--- src/rtl/core/tfc_pkg.sv ---
// ----------------------------------------------------------------------------
// tfc_pkg
// Shared types, widths and codes of the triangle feature classifier.
// ----------------------------------------------------------------------------
package tfc_pkg;

  // coordinates are signed Q12.12
  localparam int unsigned CoordWidth = 24;
  localparam int unsigned TriW       = 31;
  localparam int unsigned DiffW      = CoordWidth + 1;
  localparam int unsigned ProdW      = 2 * DiffW;
  localparam int unsigned DotW       = 2 * CoordWidth + 4;
  localparam int unsigned AccW       = 2 * DotW + 1;

  // cross terms are built one chunk of the right operand per cycle
  localparam int unsigned ChunkW     = 8;
  localparam int unsigned NumChunks  = (DotW + ChunkW - 1) / ChunkW;
  localparam int unsigned PadW       = NumChunks * ChunkW;
  localparam int unsigned ChunkCntW  = $clog2(NumChunks);

  localparam int unsigned QueueDepthDefault = 2;

  localparam logic ActLoad     = 1'b0;
  localparam logic ActClassify = 1'b1;

  localparam logic [1:0] VtxA = 2'd0;
  localparam logic [1:0] VtxB = 2'd1;
  localparam logic [1:0] VtxC = 2'd2;

  typedef enum logic [1:0] {
    KindVertex = 2'd0,
    KindEdge   = 2'd1,
    KindFace   = 2'd2
  } tfc_kind_e;

  localparam logic [1:0] SubVtxA  = 2'd0;
  localparam logic [1:0] SubVtxB  = 2'd1;
  localparam logic [1:0] SubVtxC  = 2'd2;
  localparam logic [1:0] SubEdgeAb = 2'd0;
  localparam logic [1:0] SubEdgeBc = 2'd1;
  localparam logic [1:0] SubEdgeCa = 2'd2;
  localparam logic [1:0] SubFace  = 2'd0;

  typedef logic [DiffW-1:0] diff_t;

  typedef struct packed {
    logic                         action;
    logic [1:0]                   vertex_select;
    logic signed [CoordWidth-1:0] coord_x;
    logic signed [CoordWidth-1:0] coord_y;
    logic signed [CoordWidth-1:0] coord_z;
    logic [TriW-1:0]              triangle_id;
  } tfc_in_t;

  typedef struct packed {
    tfc_kind_e       feature_kind;
    logic [1:0]      feature_sub;
    logic [TriW-1:0] result_triangle;
  } tfc_out_t;

  // edge and offset vectors of one queued classify request
  typedef struct packed {
    diff_t [2:0]     ab;
    diff_t [2:0]     ac;
    diff_t [2:0]     ap;
    diff_t [2:0]     bp;
    diff_t [2:0]     cp;
    logic [TriW-1:0] tri_id;
  } tfc_job_t;

  typedef struct packed {
    logic start;
    logic step;
    logic first;
  } tfc_xctl_t;

  function automatic diff_t sub_coord(input logic [CoordWidth-1:0] a,
                                      input logic [CoordWidth-1:0] b);
    return {a[CoordWidth-1], a} - {b[CoordWidth-1], b};
  endfunction

endpackage

--- src/rtl/core/tfc_front.sv ---
// ----------------------------------------------------------------------------
// tfc_front
// Holds the triangle vertices, executes loads and turns a classify request
// into edge and offset vectors for the back end queue.
// ----------------------------------------------------------------------------
module tfc_front (
  input  logic              clk_i,
  input  logic              rst_ni,
  input  logic              in_valid_i,
  input  tfc_pkg::tfc_in_t  in_data_i,
  output logic              in_stall_o,
  input  logic              full_i,
  output logic              push_o,
  output tfc_pkg::tfc_job_t job_o
);
  import tfc_pkg::*;

  logic [CoordWidth-1:0] vtx_q [3][3];
  logic [CoordWidth-1:0] pt    [3];
  logic                  accept;
  logic [2:0]            wr_en;

  assign in_stall_o = full_i;
  assign accept     = in_valid_i && !full_i;
  assign push_o     = accept && (in_data_i.action == ActClassify);

  assign pt[0] = in_data_i.coord_x;
  assign pt[1] = in_data_i.coord_y;
  assign pt[2] = in_data_i.coord_z;

  // a select of three writes nothing
  always_comb begin
    wr_en[0] = accept && (in_data_i.action == ActLoad) && (in_data_i.vertex_select == VtxA);
    wr_en[1] = accept && (in_data_i.action == ActLoad) && (in_data_i.vertex_select == VtxB);
    wr_en[2] = accept && (in_data_i.action == ActLoad) && (in_data_i.vertex_select == VtxC);
  end

  always_ff @(posedge clk_i or negedge rst_ni) begin
    if (!rst_ni) begin
      for (int v = 0; v < 3; v++) begin
        for (int a = 0; a < 3; a++) begin
          vtx_q[v][a] <= '0;
        end
      end
    end else begin
      for (int v = 0; v < 3; v++) begin
        if (wr_en[v]) begin
          for (int a = 0; a < 3; a++) begin
            vtx_q[v][a] <= pt[a];
          end
        end
      end
    end
  end

  always_comb begin
    for (int a = 0; a < 3; a++) begin
      job_o.ab[a] = sub_coord(vtx_q[1][a], vtx_q[0][a]);
      job_o.ac[a] = sub_coord(vtx_q[2][a], vtx_q[0][a]);
      job_o.ap[a] = sub_coord(pt[a], vtx_q[0][a]);
      job_o.bp[a] = sub_coord(pt[a], vtx_q[1][a]);
      job_o.cp[a] = sub_coord(pt[a], vtx_q[2][a]);
    end
    job_o.tri_id = in_data_i.triangle_id;
  end

endmodule

--- config.mk ---
export PLATFORM = sky130hd
export DESIGN_NAME = tfc_front
export DESIGN_NICKNAME = d
export VERILOG_FILES = /design/src/rtl/core/tfc_pkg.sv /design/src/rtl/core/tfc_front.sv
export SDC_FILE = /design/constraint.sdc
export NUM_CORES = 1
export LEC_CHECK = 0
export BUFFER_PORTS_ARGS = -buffer_cell sky130_fd_sc_hd__buf_2
export CORE_AREA = 2 2 253 280
export CTS_CLUSTER_DIAMETER = 50
export CTS_CLUSTER_SIZE = 16
export DETAILED_ROUTE_END_ITERATION = 10
export DIE_AREA = 0 0 255 282
export GPL_TIMING_DRIVEN = 0
export SLEW_MARGIN = 20
export SYNTH_ARGS = -nofsm -noshare
export SYNTH_HDL_FRONTEND = slang
export SYNTH_SLANG_ARGS = --single-unit
--- constraint.sdc ---
create_clock -name clk_i -period 10.6 [get_ports clk_i]
set_input_delay 2.12 -clock clk_i [delete_from_list [all_inputs] [get_ports clk_i]]
set_output_delay 2.12 -clock clk_i [all_outputs]
set_load 0.02 [all_outputs]
======== Yosys cells after proc, flatten, opt, wreduce, memory -nomap -nowiden ========
Cells that the tools add are included.
Widths: inputs -> output; s select.
storage, ports and cells
  register bits after elaboration ......... 216
  input bits .............................. 110
cells by class
  add/subtract/negate cells ............... 15
  equality and inequality tests ........... 2
  bitwise operators ....................... 1
  reductions and logical operators ........ 8
operators by type and width
  operator            number
  $sub 24x24->25      15
  $logic_and 1x1->1   6
  $eq 2x1->1 const B  1
  $eq 2x2->1 const B  1
  $logic_not 2->1     1
  $logic_not 1->1     1
  $not 1->1           1

======== Longest topological paths before layout ========
  depth after elaboration ................. 4
  depth in mapped cells ................... 11
  mapped depth without buffers ............ 11

======== Least setup slack after synthesis ========
Ideal clock, no wire load.
  path type ............................... input to output
  start point ............................. input in_data_i[55] (netlist name)
  end point ............................... output job_o[74] (netlist name)
  arrival ................................. 4507 ps
  required time ........................... 8480 ps
  slack ................................... 3973 ps
  stages .................................. 11
  cells stage by stage .................... inv_1 -> ha_1 -> fa_1 -> nor2b_1 -> o21ai_1 -> a21oi_1 -> and3b_1 -> o211ai_2 -> a41oi_1 -> o2111ai_1 -> or4b_1
RTL lines
  what             line             source
  start, declared  tfc_front.sv:10  input tfc_pkg::tfc_in_t in_data_i,
  end, declared    tfc_front.sv:14  output tfc_pkg::tfc_job_t job_o

==> flow_summary.json <==
{
  "num_antenna_cells": 0,
  "clk_latency_ns": 0.56,
  "finalWeightedCongestion": 0.9396,
  "synth_most_common_cell": "ha_1",
  "maxSlewViolCount": 0,
  "place_inst": 4734,
  "dpl.hpwl_um": 75220,
  "holdPathStages": 2,
  "io_buffers": 486,
  "grt_pass1_wl_um": 137500,
  "hp-start": "vtx_q[120]$_DFFE_PN0P_",
  "cts_resized": 0,
  "cts.repair_timing.setup_buffer_count": 0,
  "r2r_end": "vtx_q[193]$_DFFE_PN0P_",
  "r2r_cells": 2,
  "max_stage_delay_ns": 0.61,
  "postLayoutCoreUtil_pct": 46.32,
  "cp_max_fo": 5,
  "crit_family": "compound AO/OA/AOI/OAI gates",
  "max_flop_register": "vtx_q",
  "finalCritPeriodShare_pct": 70.03,
  "htreeDepth": 2,
  "worst_path_max_delay_cell": "a2111oi_0",
  "synth_edf_count": 0,
  "wl_per_cell_um": 18.89,
  "skew_ns": 0,
  "hold_slack_ns": 0.5127,
  "yosysWarnings": 0,
  "yosys-top-cells-area": "dfrtp_1 (20%), ha_1 (17%), xnor2_1 (6.2%)",
  "post-route-drc-count": 0,
  "grt_usage_pct": 24.47,
  "p_leak_nw": 15.96,
  "ff_latch_area_um2": 5405,
  "die_height_um": 282,
  "critPathArrivalTime_ns": 5.30,
  "worstHoldPathType": "flip-flop to flip-flop",
  "syn_inst": 3318,
  "avgViaCountPerCell": 5.420,
  "postLayoutSetupSlackWorst_ns": 3.176,
  "end_kind": "output pin",
  "min_period_ns": 7.424,
  "synth_top_area_share_pct": 20.24,
  "path_clk_slew_ns": 0.06,
  "ys_types": 83,
  "core_um2": 68870,
  "reg_top3": "vtx_q: 216 flops",
  "ys_top_cells_by_count": "ha_1 (360), inv_1 (343), a21oi_1 (251)",
  "synth.net_count": 3803,
  "drt-initial-drc-count": 1613,
  "cts_root_buf": "clkbuf_16",
  "fp.dieArea_um2": 71910,
  "num-fill-cells": 7045,
  "critPathRequiredTime_ns": 8.48,
  "worst_pin_slew_ns": 1.091,
  "cts_sinks": 216,
  "synthFlopType": "dfrtp_1",
  "final_nets": 4338,
  "timing.critical_path.buf_inv": 3,
  "slew_headroom_pct": 27.29,
  "fin_cells": 4815,
  "max-vdd-ir-drop_mv": 0.2286,
  "dpl_worst_slack_ns": 3.178,
  "yosysSeqAreaShare_pct": 20.24,
  "routed_wl_um": 90950,
  "synth_top_area_cell": "dfrtp_1",
  "dieWidth_um": 255,
  "r2r-start": "vtx_q[193]$_DFFE_PN0P_",
  "area_growth_pct": 19.47,
  "largest_reg_flops": 216,
  "postCtsHoldBufs": 0,
  "clockBufferDepth": 3,
  "avgSynthCellArea_um2": 8.048,
  "fin_area_um2": 31900,
  "start_util_pct": 38.77,
  "cap_violations": 0,
  "netlist_area_um2": 26700,
  "first_pass_iters": 6,
  "vias": 26100,
  "multi_input_area_um2": 19450,
  "fmax_mhz": 134.7,
  "layout-drive-gt1-share_pct": 19.78,
  "async_flop_share_pct": 100.0,
  "setup_tns_ns": 0,
  "cts_tree": "done",
  "grt_max_degree": 85,
  "placed_area_um2": 30380,
  "grt_pass1_vias": 24750,
  "hold_violations": 0,
  "antenna_found_initial": 6,
  "cts_inserted_buffers": 44,
  "rsz0062_at_grt": "no",
  "finalSetupViolCount": 0,
  "finalPower_mw": 9.520,
  "path_class": "input pin to output pin",
  "row_count": 101,
  "hold_end": "vtx_q[120]$_DFFE_PN0P_",
  "cp_cell_sequence": "buf_2, inv_1, ha_1, fa_1, nor2b_1, o21ai_1, a21oi_1, o21bai_1, a2111oi_0, nor2b_1, o311ai_1, o22ai_1, buf_2",
  "reg2reg_setup_slack_ns": 9.72,
  "ioPinCount": 518,
  "startpoint_type": "input pin",
  "grt_overflow": 0,
  "ant_nets": 0,
  "status": "completed",
  "synth-seq-cells": 216,
  "power.density_nw_per_um2": 298.4
}
==> kinds of logic (layout without fill, tap and decap cells) <==
family | count (synthesis) | after routing | synth area share, %
XOR/XNOR | 274 | 274 | 8.987
multiplexers | 142 | 142 | 5.955
AO/OA/AOI/OAI | 1057 | 1057 | 25.59
flip-flops | 216 | 216 | 20.24
AND/OR/NAND/NOR | 793 | 793 | 14.30
adder cells (fa/ha/maj) | 375 | 375 | 17.99
buffers and inverters | 461 | 1031 | 6.939
==> routing by layer <==
layer,vias up,routed length (um),track usage (%)
li1,12960,-,-
met1,12280,39610,31.29
met2,711,42540,41.44
met3,147,5631,4.201
met4,0,3166,8.352
met5,-,0,0
==> cell usage in the layout (no fill, tap or decap), drive strengths merged, types with 8 or more instances in the layout <==
cell type / netlist / layout
ha: 360 / 360
fa: 15 / 15
inv: 343 / 354
a2111oi: 17 / 17
mux2: 135 / 135
a21boi: 22 / 22
and3: 29 / 29
a211oi: 21 / 21
nand4: 29 / 29
xnor2: 188 / 188
a221oi: 11 / 11
o311ai: 10 / 10
nand3b: 8 / 8
o21bai: 36 / 36
nand2: 240 / 240
xor2: 86 / 86
dfrtp: 216 / 216
nor2b: 69 / 69
clkbuf: 66 / 119
o21ai: 255 / 255
a31oi: 48 / 48
buf: 52 / 541
nand2b: 44 / 44
o31ai: 15 / 15
a21oi: 252 / 252
nor4: 13 / 13
a31o: 10 / 10
a41oi: 10 / 10
o21a: 66 / 66
a21o: 170 / 170
nand3: 50 / 50
or3: 13 / 13
clkinv: 0 / 10
nor3: 52 / 52
o22ai: 11 / 11
and2: 14 / 14
o211ai: 27 / 27
nor2: 198 / 198
a211o: 20 / 20
==> final cells by class <==
type / count / share of cell area, %
buffer: 118 / 1.788
clock buffer: 53 / 3.749
clock inverter: 28 / 1.016
inverter: 343 / 4.036
multi-input combinational: 2641 / 60.97
sequential: 216 / 16.94
tap: 927 / 3.636
timing repair buffer: 489 / 7.863
==> worst reg2reg max path: cells and delay by family (launching register included) <==
kind	cells	cell delay (ns)
AO/OA/AOI/OAI	1	0.17
buffers and inverters	1	0.15
flip-flops	1	0.48
==> power breakdown <==
group	total [mW]	switching, mW	leakage (nW)	internal [mW]
sequential	1.15	0.132	2.63	1.02
clock	1.45	0.538	0.739	0.917
combinational	6.91	4.43	12.6	2.48
total	9.52	5.10	16.0	4.42
==> worst max-delay path by stage <==
stage | startpoint | end | slack (ns) | cells after the start
final | in_data_i[79] | job_o[205] | 3.18 | 13
after global routing | in_data_i[79] | job_o[205] | 2.88 | 13
after CTS | in_data_i[31] | job_o[249] | 3.17 | 13
after detailed placement | in_data_i[31] | job_o[249] | 3.18 | 13
after global placement | rst_ni | vtx_q[29]$_DFFE_PN0P_ | 3.12 | 1
after floorplan | in_data_i[55] | job_o[74] | 3.97 | 11
No activity file was read; power rests on OpenSTA's default activity.
