===== config.mk =====
export PLATFORM = sky130hd
export DESIGN_NAME = tfc_queue
export DESIGN_NICKNAME = d
export VERILOG_FILES = /design/src/rtl/core/tfc_pkg.sv /design/src/rtl/core/tfc_queue.sv
export SDC_FILE = /design/constraint.sdc
export NUM_CORES = 1
export LEC_CHECK = 0
export BUFFER_PORTS_ARGS = -buffer_cell sky130_fd_sc_hd__buf_4
export CORE_AREA = 4 4 313 315
export CTS_BUF_LIST = sky130_fd_sc_hd__clkbuf_4 sky130_fd_sc_hd__clkbuf_8
export DETAILED_ROUTE_END_ITERATION = 8
export DIE_AREA = 0 0 317 319
export PLACE_DENSITY = 0.58
export RECOVER_POWER = 50
export SKIP_LAST_GASP = 1
export SLEW_MARGIN = 20
export SYNTH_ARGS = -nofsm -noshare
export SYNTH_HDL_FRONTEND = slang
export SYNTH_SLANG_ARGS = --single-unit

===== constraint.sdc =====
create_clock -name clk_i -period 56.4 [get_ports clk_i]
set_clock_uncertainty 0.2 [all_clocks]
set_input_delay 2.82 -clock clk_i [delete_from_list [all_inputs] [get_ports clk_i]]
set_output_delay 2.82 -clock clk_i [all_outputs]
set_load 0.01 [all_outputs]

===== src/rtl/core/tfc_pkg.sv =====
// ----------------------------------------------------------------------------
// tfc_pkg
// Shared types, widths and codes of the triangle feature classifier.
// ----------------------------------------------------------------------------
package tfc_pkg;

  // coordinates are signed Q12.12
  localparam int unsigned CoordWidth = 24;
  localparam int unsigned TriW       = 31;
  localparam int unsigned DiffW      = CoordWidth + 1;
  localparam int unsigned ProdW      = 2 * DiffW;
  localparam int unsigned DotW       = 2 * CoordWidth + 4;
  localparam int unsigned AccW       = 2 * DotW + 1;

  // cross terms are built one chunk of the right operand per cycle
  localparam int unsigned ChunkW     = 8;
  localparam int unsigned NumChunks  = (DotW + ChunkW - 1) / ChunkW;
  localparam int unsigned PadW       = NumChunks * ChunkW;
  localparam int unsigned ChunkCntW  = $clog2(NumChunks);

  localparam int unsigned QueueDepthDefault = 2;

  localparam logic ActLoad     = 1'b0;
  localparam logic ActClassify = 1'b1;

  localparam logic [1:0] VtxA = 2'd0;
  localparam logic [1:0] VtxB = 2'd1;
  localparam logic [1:0] VtxC = 2'd2;

  typedef enum logic [1:0] {
    KindVertex = 2'd0,
    KindEdge   = 2'd1,
    KindFace   = 2'd2
  } tfc_kind_e;

  localparam logic [1:0] SubVtxA  = 2'd0;
  localparam logic [1:0] SubVtxB  = 2'd1;
  localparam logic [1:0] SubVtxC  = 2'd2;
  localparam logic [1:0] SubEdgeAb = 2'd0;
  localparam logic [1:0] SubEdgeBc = 2'd1;
  localparam logic [1:0] SubEdgeCa = 2'd2;
  localparam logic [1:0] SubFace  = 2'd0;

  typedef logic [DiffW-1:0] diff_t;

  typedef struct packed {
    logic                         action;
    logic [1:0]                   vertex_select;
    logic signed [CoordWidth-1:0] coord_x;
    logic signed [CoordWidth-1:0] coord_y;
    logic signed [CoordWidth-1:0] coord_z;
    logic [TriW-1:0]              triangle_id;
  } tfc_in_t;

  typedef struct packed {
    tfc_kind_e       feature_kind;
    logic [1:0]      feature_sub;
    logic [TriW-1:0] result_triangle;
  } tfc_out_t;

  // edge and offset vectors of one queued classify request
  typedef struct packed {
    diff_t [2:0]     ab;
    diff_t [2:0]     ac;
    diff_t [2:0]     ap;
    diff_t [2:0]     bp;
    diff_t [2:0]     cp;
    logic [TriW-1:0] tri_id;
  } tfc_job_t;

  typedef struct packed {
    logic start;
    logic step;
    logic first;
  } tfc_xctl_t;

  function automatic diff_t sub_coord(input logic [CoordWidth-1:0] a,
                                      input logic [CoordWidth-1:0] b);
    return {a[CoordWidth-1], a} - {b[CoordWidth-1], b};
  endfunction

endpackage


===== src/rtl/core/tfc_queue.sv =====
// ----------------------------------------------------------------------------
// tfc_queue
// Small first-in first-out buffer of classify requests between the front
// and the back end.
// ----------------------------------------------------------------------------
module tfc_queue #(
  parameter int unsigned QueueDepth = tfc_pkg::QueueDepthDefault
) (
  input  logic              clk_i,
  input  logic              rst_ni,
  input  logic              push_i,
  input  tfc_pkg::tfc_job_t push_data_i,
  output logic              full_o,
  output logic              valid_o,
  input  logic              pop_i,
  output tfc_pkg::tfc_job_t pop_data_o
);
  import tfc_pkg::*;

  localparam int unsigned PtrW = $clog2(QueueDepth);
  localparam int unsigned CntW = $clog2(QueueDepth + 1);

  tfc_job_t        mem_q [QueueDepth];
  logic [PtrW-1:0] wr_ptr_q, wr_ptr_d;
  logic [PtrW-1:0] rd_ptr_q, rd_ptr_d;
  logic [CntW-1:0] cnt_q, cnt_d;

  assign full_o     = (cnt_q == CntW'(QueueDepth));
  assign valid_o    = (cnt_q != '0);
  assign pop_data_o = mem_q[rd_ptr_q];

  always_comb begin
    wr_ptr_d = wr_ptr_q;
    rd_ptr_d = rd_ptr_q;
    cnt_d    = cnt_q;
    if (push_i) begin
      wr_ptr_d = (wr_ptr_q == PtrW'(QueueDepth - 1)) ? '0 : wr_ptr_q + 1'b1;
    end
    if (pop_i) begin
      rd_ptr_d = (rd_ptr_q == PtrW'(QueueDepth - 1)) ? '0 : rd_ptr_q + 1'b1;
    end
    unique case ({push_i, pop_i})
      2'b10:   cnt_d = cnt_q + 1'b1;
      2'b01:   cnt_d = cnt_q - 1'b1;
      default: cnt_d = cnt_q;
    endcase
  end

  always_ff @(posedge clk_i or negedge rst_ni) begin
    if (!rst_ni) begin
      wr_ptr_q <= '0;
      rd_ptr_q <= '0;
      cnt_q    <= '0;
    end else begin
      wr_ptr_q <= wr_ptr_d;
      rd_ptr_q <= rd_ptr_d;
      cnt_q    <= cnt_d;
    end
  end

  always_ff @(posedge clk_i) begin
    if (push_i) begin
      mem_q[wr_ptr_q] <= push_data_i;
    end
  end

endmodule


; ---- Yosys cells after proc, flatten, opt, wreduce, memory -nomap -nowiden
; Memory sizes are Yosys's and may differ from the RTL's.
; Cells that the tools add are included.
[totals]
reg_bits = 4
ram_bits = 812
inputBits = 410
output_inout_bits = 408
word_cells = 18
mem_count = 1
[mem_list]
columns = memory, depth, word_bits, rd, rd_clocked_by_memory_dff, write_ports, line
row1 = mem_q, 2, 406, 1, 0, 1, tfc_queue.sv:23  ; tfc_job_t mem_q [QueueDepth];
[classes]
add_sub_neg = 4
n_eq_ne = 3
muxes = 5
reduce_logical = 2
[op_table]
columns = cell, n
row1 = "2-bit == test, second input constant", 2
row2 = 1-bit two-way mux, 4
row3 = 2-bit one-hot mux with 2 select lines, 1
row4 = 2-bit nonzero test, 2
row5 = "1-bit adder, second input constant", 2
row6 = "2-bit by 1-bit adder with 2-bit output, second input constant", 1
row7 = "2-bit by 1-bit == test with 1-bit output, second input constant", 1
row8 = "2-bit by 1-bit subtractor with 2-bit output, second input constant", 1

; ---- Depth between registers and ports, before layout
[depth]
depth_word = 2
depth_mapped = 5
mapped_depth_nobuf = 5

; ---- Least setup slack after synthesis
; No wires, ideal clock.
[synth_timing]
kind = input port to flip-flop
startpoint = input push_i
endpoint = memory mem_q[0][0] (netlist bit), enable pin
setup_time_ps = 1195
arrival_ps = 19865
t_required_ps = 55005
path_slack_ps = 35140
stages = 2
n_path_buf = 0
cell_sequence = inv_1 > nor2_1
[synth_between]
elab_chain_cells = 2
[synth_lines]
columns = item, line
row1 = "start, declared", tfc_queue.sv:11  ; input logic push_i,
row2 = 1-bit two-way mux, tfc_queue.sv:62  ; if (push_i) begin
row3 = 1-bit two-way mux (not written as such), tfc_queue.sv:63  ; mem_q[wr_ptr_q] <= push_data_i;
row4 = "end, declared", tfc_queue.sv:23
; Every way passes these cells.

; ---- Final worst setup path
[layout_timing]
startpoint = input push_i
endpoint = memory mem_q[0][58] (netlist bit), enable pin
; Same word-level chain as after synthesis.

==> tab_implementation.tex <==
\begin{tabular}{lr}
\hline
Metric & Value \\
\hline
\multicolumn{2}{l}{\textbf{Pwr}} \\
\quad Pint & 1.46 mW \\
\quad Sequential power share & 0.412 \\
\quad Power per Cell Area & 51.1 mW/mm\^{}2 \\
\quad Total design power & 2.05 mW \\
\quad Static Leakage & 15.1 nW \\
\quad Combinational group share of total power & 0.318 \\
\quad Reported net switching power & 591 uW \\
\quad Largest vdd supply drop & 42.5 uV \\
\quad Switching share of power & 0.288 \\
\quad Clock network fraction of total power & 0.270 \\
\multicolumn{2}{l}{\textbf{Route}} \\
\quad DRC errors left & 0 \\
\quad Via Count & 15635 \\
\quad First-iteration detailed-routing DRC count & 868 \\
\quad Average routed wire per standard cell & 21.3 um \\
\quad Vias per Instance & 4.35 \\
\quad Drt total wl & 76600 um \\
\quad First-pass DRT Iterations & 4 \\
\quad ANT nets after route & 0 \\
\multicolumn{2}{l}{\textbf{Synth}} \\
\quad Post-synthesis sequential element count & 816 \\
\quad Cells after Synth & 1279 \\
\quad Sequential area share after synthesis & 0.808 \\
\quad Top area cells in the synthesized netlist & sky130\_fd\_sc\_hd\_\_edfxtp\_1 (80\%), sky130\_fd\_sc\_hd\_\_mux2\_4 (9.9\%), sky130\_fd\_sc\_hd\_\_mux2\_2 (6.5\%) \\
\quad Synthesized area & 0.0303 sq mm \\
\quad Top-area cell type share of the netlist area & 0.805 \\
\quad Area leader, netlist & sky130\_fd\_sc\_hd\_\_edfxtp\_1 \\
\quad Post-synth net total & 1690 \\
\quad Syn Area/Cell & 23.7 sq um \\
\quad Number of warnings printed during yosys synthesis & 0 \\
\quad Number of distinct standard cells referenced by the synthesized netlist & 16 \\
\multicolumn{2}{l}{\textbf{STA}} \\
\quad Worst Max-Slew Pin Slew & 4030 ps \\
\quad Final Hold Viols & 0 \\
\quad Max Fclk & 0.116 GHz \\
\quad Setup Viol. Count Final & 0 \\
\quad Post-route clock period utilization & 0.153 \\
\quad Period minus WS final & 8660 ps \\
\quad Setup tns final & 0 ps \\
\quad Max-slew headroom & -1.69 \\
\quad RSZ-0062 raised after global routing & no \\
\quad Final Slew Violations & 195 \\
\multicolumn{2}{l}{\textbf{Worst setup path}} \\
\quad CP max FO & 70 \\
\quad Crit path capture type & flip-flop \\
\quad Startpoint of the worst-slack reg-to-reg timing path & wr\_ptr\_q \\
\quad Critical register-to-register path endpoint & mem\_q[1][53] \\
\quad Worst R2R Setup Slack & 49540 ps \\
\quad Worst EP required & 56590 ps \\
\quad Number of cells on the worst reg-to-reg path & 4 \\
\quad CP startpoint kind & input pin \\
\quad Kind of critical path & in -> reg \\
\quad Arrival time reported for the critical path endpoint & 8840 ps \\
\quad Launch point of the worst path & push\_i \\
\multicolumn{2}{l}{\textbf{Hold path}} \\
\quad Worst Hold End & cnt\_q[1] \\
\quad Hold Crit Depth & 1 \\
\quad Hold WC Path Type & reg -> reg \\
\quad Startpoint of the most critical hold path & cnt\_q[1] \\
\multicolumn{2}{l}{\textbf{Global route}} \\
\quad Remaining global-route overflow & 0 \\
\quad Initial antenna violation count & 15 \\
\quad Maximum number of pins on one net before global-route repair & 148 \\
\quad Global-route wire length before repair & 109000 um \\
\quad Global-route usage over all layers & 0.146 \\
\quad Via count of the first global-routing pass & 17014 \\
\multicolumn{2}{l}{\textbf{Layout}} \\
\quad Total of fill cells in the finished design & 8527 \\
\quad Area growth syn-to-layout & 32.6\% \\
\quad Layout cells sized above 1 & 0.558 \\
\quad Post-layout utilization of the core & 0.424 \\
\quad Fin nets & 2620 \\
\multicolumn{2}{l}{\textbf{Outcome}} \\
\quad Violated checks & max-capacitance violations, max-slew violations \\
\quad Outcome & complete, but fails checks \\
\multicolumn{2}{l}{\textbf{Run}} \\
\quad Max capacitance violation total & 3 \\
\multicolumn{2}{l}{\textbf{CTS}} \\
\quad Cts hold-fix bufs & 0 \\
\quad Total number of clock tree sinks & 816 \\
\quad Master cell of the clock root buffer & sky130\_fd\_sc\_hd\_\_clkbuf\_8 \\
\quad Maximum buffer depth of the clock tree & 3 \\
\quad H-tree lvl count & 4 \\
\quad CTS tree & built \\
\quad Number of instances resized during post-cts repair & 0 \\
\quad Total clock buffers created by CTS & 143 \\
\quad Setup Buffers After CTS & 0 \\
\quad Clock input transition at the sequential cells of the worst setup and hold paths & 60 ps \\
\quad Worst-skew pair later-pin latency & 790 ps \\
\multicolumn{2}{l}{\textbf{Die}} \\
\quad Row count & 113 \\
\quad Core area & 0.0949 sq mm \\
\quad Vertical die dimension & 319 um \\
\quad Area of the die & 0.101 sq mm \\
\quad Die width & 317 um \\
\quad I/O pin cnt & 818 \\
\quad Starting Density & 0.319 \\
\multicolumn{2}{l}{\textbf{Placement}} \\
\quad Final GP Congestion & 0.823 \\
\quad Buffers on Ports & 817 \\
\quad DP Wirelength & 53500 um \\
\hline
\end{tabular}
metal layers:
metal	GRT usage	part of all wire	wire [um]
met3	0.0605	0.098	7470
met4	0.0548	0.026	1960
met1	0.149	0.34	25900
met2	0.265	0.54	41200
met5	0	0.00035	27
through the flow:
| step | std cells | setup slack (ps) | instance area, sq um | hold WS, ps |
|---|---|---|---|---|
| floorplan | 1279 | 35140 | 30300 | 247 |
| global placement | 3329 | 49440 | 37800 | 270 |
| detailed placement | 3329 | 49380 | 37800 | 287 |
| CTS | 3583 | 48910 | 40700 | 300 |
| global route | 3593 | 47070 | 40200 | 310 |
| finish | 3597 | 47750 | 40200 | 291 |
power by group through the flow:
stage                     Sequential [mW]  Combinational (mW)  Clock [mW]
after detailed placement            0.855               0.669           0
after global routing                0.857               0.690       0.608
after CTS                           0.844               0.671       0.579
final                               0.846               0.652       0.555
after global placement              0.853               0.664           0
after floorplan                     0.908               0.388           0
worst max-delay path by stage:
stage / endpoint / slack [ps] / cells after the start
final: mem_q[0][58] / 47750 / 6
after floorplan: mem_q[0][0] / 35140 / 2
after CTS: pop_data_o[71] / 48910 / 4
after detailed placement: mem_q[1][99] / 49380 / 5
after global routing: mem_q[0][58] / 47070 / 6
after global placement: mem_q[1][45] / 49440 / 5
registers in the layout (all words and copies together), names as in the netlist:
name and count:
mem_q 812, wr_ptr_q 1, cnt_q 2, rd_ptr_q 1
placed cells by master (no fill, tap or decap), drive strengths merged:
cell type  instances
mux2             406
clkinvlp           8
clkinv            43
xor2               3
bufinv             9
inv                6
and2               1
nor2               2
dfrtp              4
ha                 1
or2                1
diode             14
clkbuf           600
xnor2              2
buf              419
nor2b              1
edfxtp           812
cell families after synthesis:
group,count (synthesis),share of synthesized area
adders and majority gates,1,0.000413
and+or+nand+nor,5,0.000867
DFF,816,0.808
buffers and inverters,46,0.0138
muxes,406,0.176
xor gates and xnor gates,5,0.00145
synth_stat cells, drive strengths merged:
master / count
edfxtp: 812
mux2: 406
buf: 45
dfrtp: 4
xor2: 3
nor2: 2
xnor2: 2
and2: 1
ha: 1
inv: 1
nor2b: 1
or2: 1
cell type report:
| cell class | count | area, sq um | area share |
|---|---|---|---|
| diodes | 14 | 35.0 | 0.000872 |
| clock buffers | 189 | 2360 | 0.0588 |
| clock inverters | 65 | 576 | 0.0143 |
| inverters | 1 | 3.75 | 0.0000934 |
| multi-input cells | 417 | 5410 | 0.135 |
| flip-flops and latches | 816 | 24500 | 0.609 |
| well taps | 1265 | 1580 | 0.0394 |
| repair buffers | 830 | 5730 | 0.143 |
critical path, cell delays in order:
cell,delay [ps]
sky130_fd_sc_hd__clkbuf_1,130
sky130_fd_sc_hd__inv_1,80
sky130_fd_sc_hd__nor2_1,920
sky130_fd_sc_hd__clkbuf_1,2780
sky130_fd_sc_hd__buf_4,1100
sky130_fd_sc_hd__buf_4,820
(Power assumes the default switching activity.)
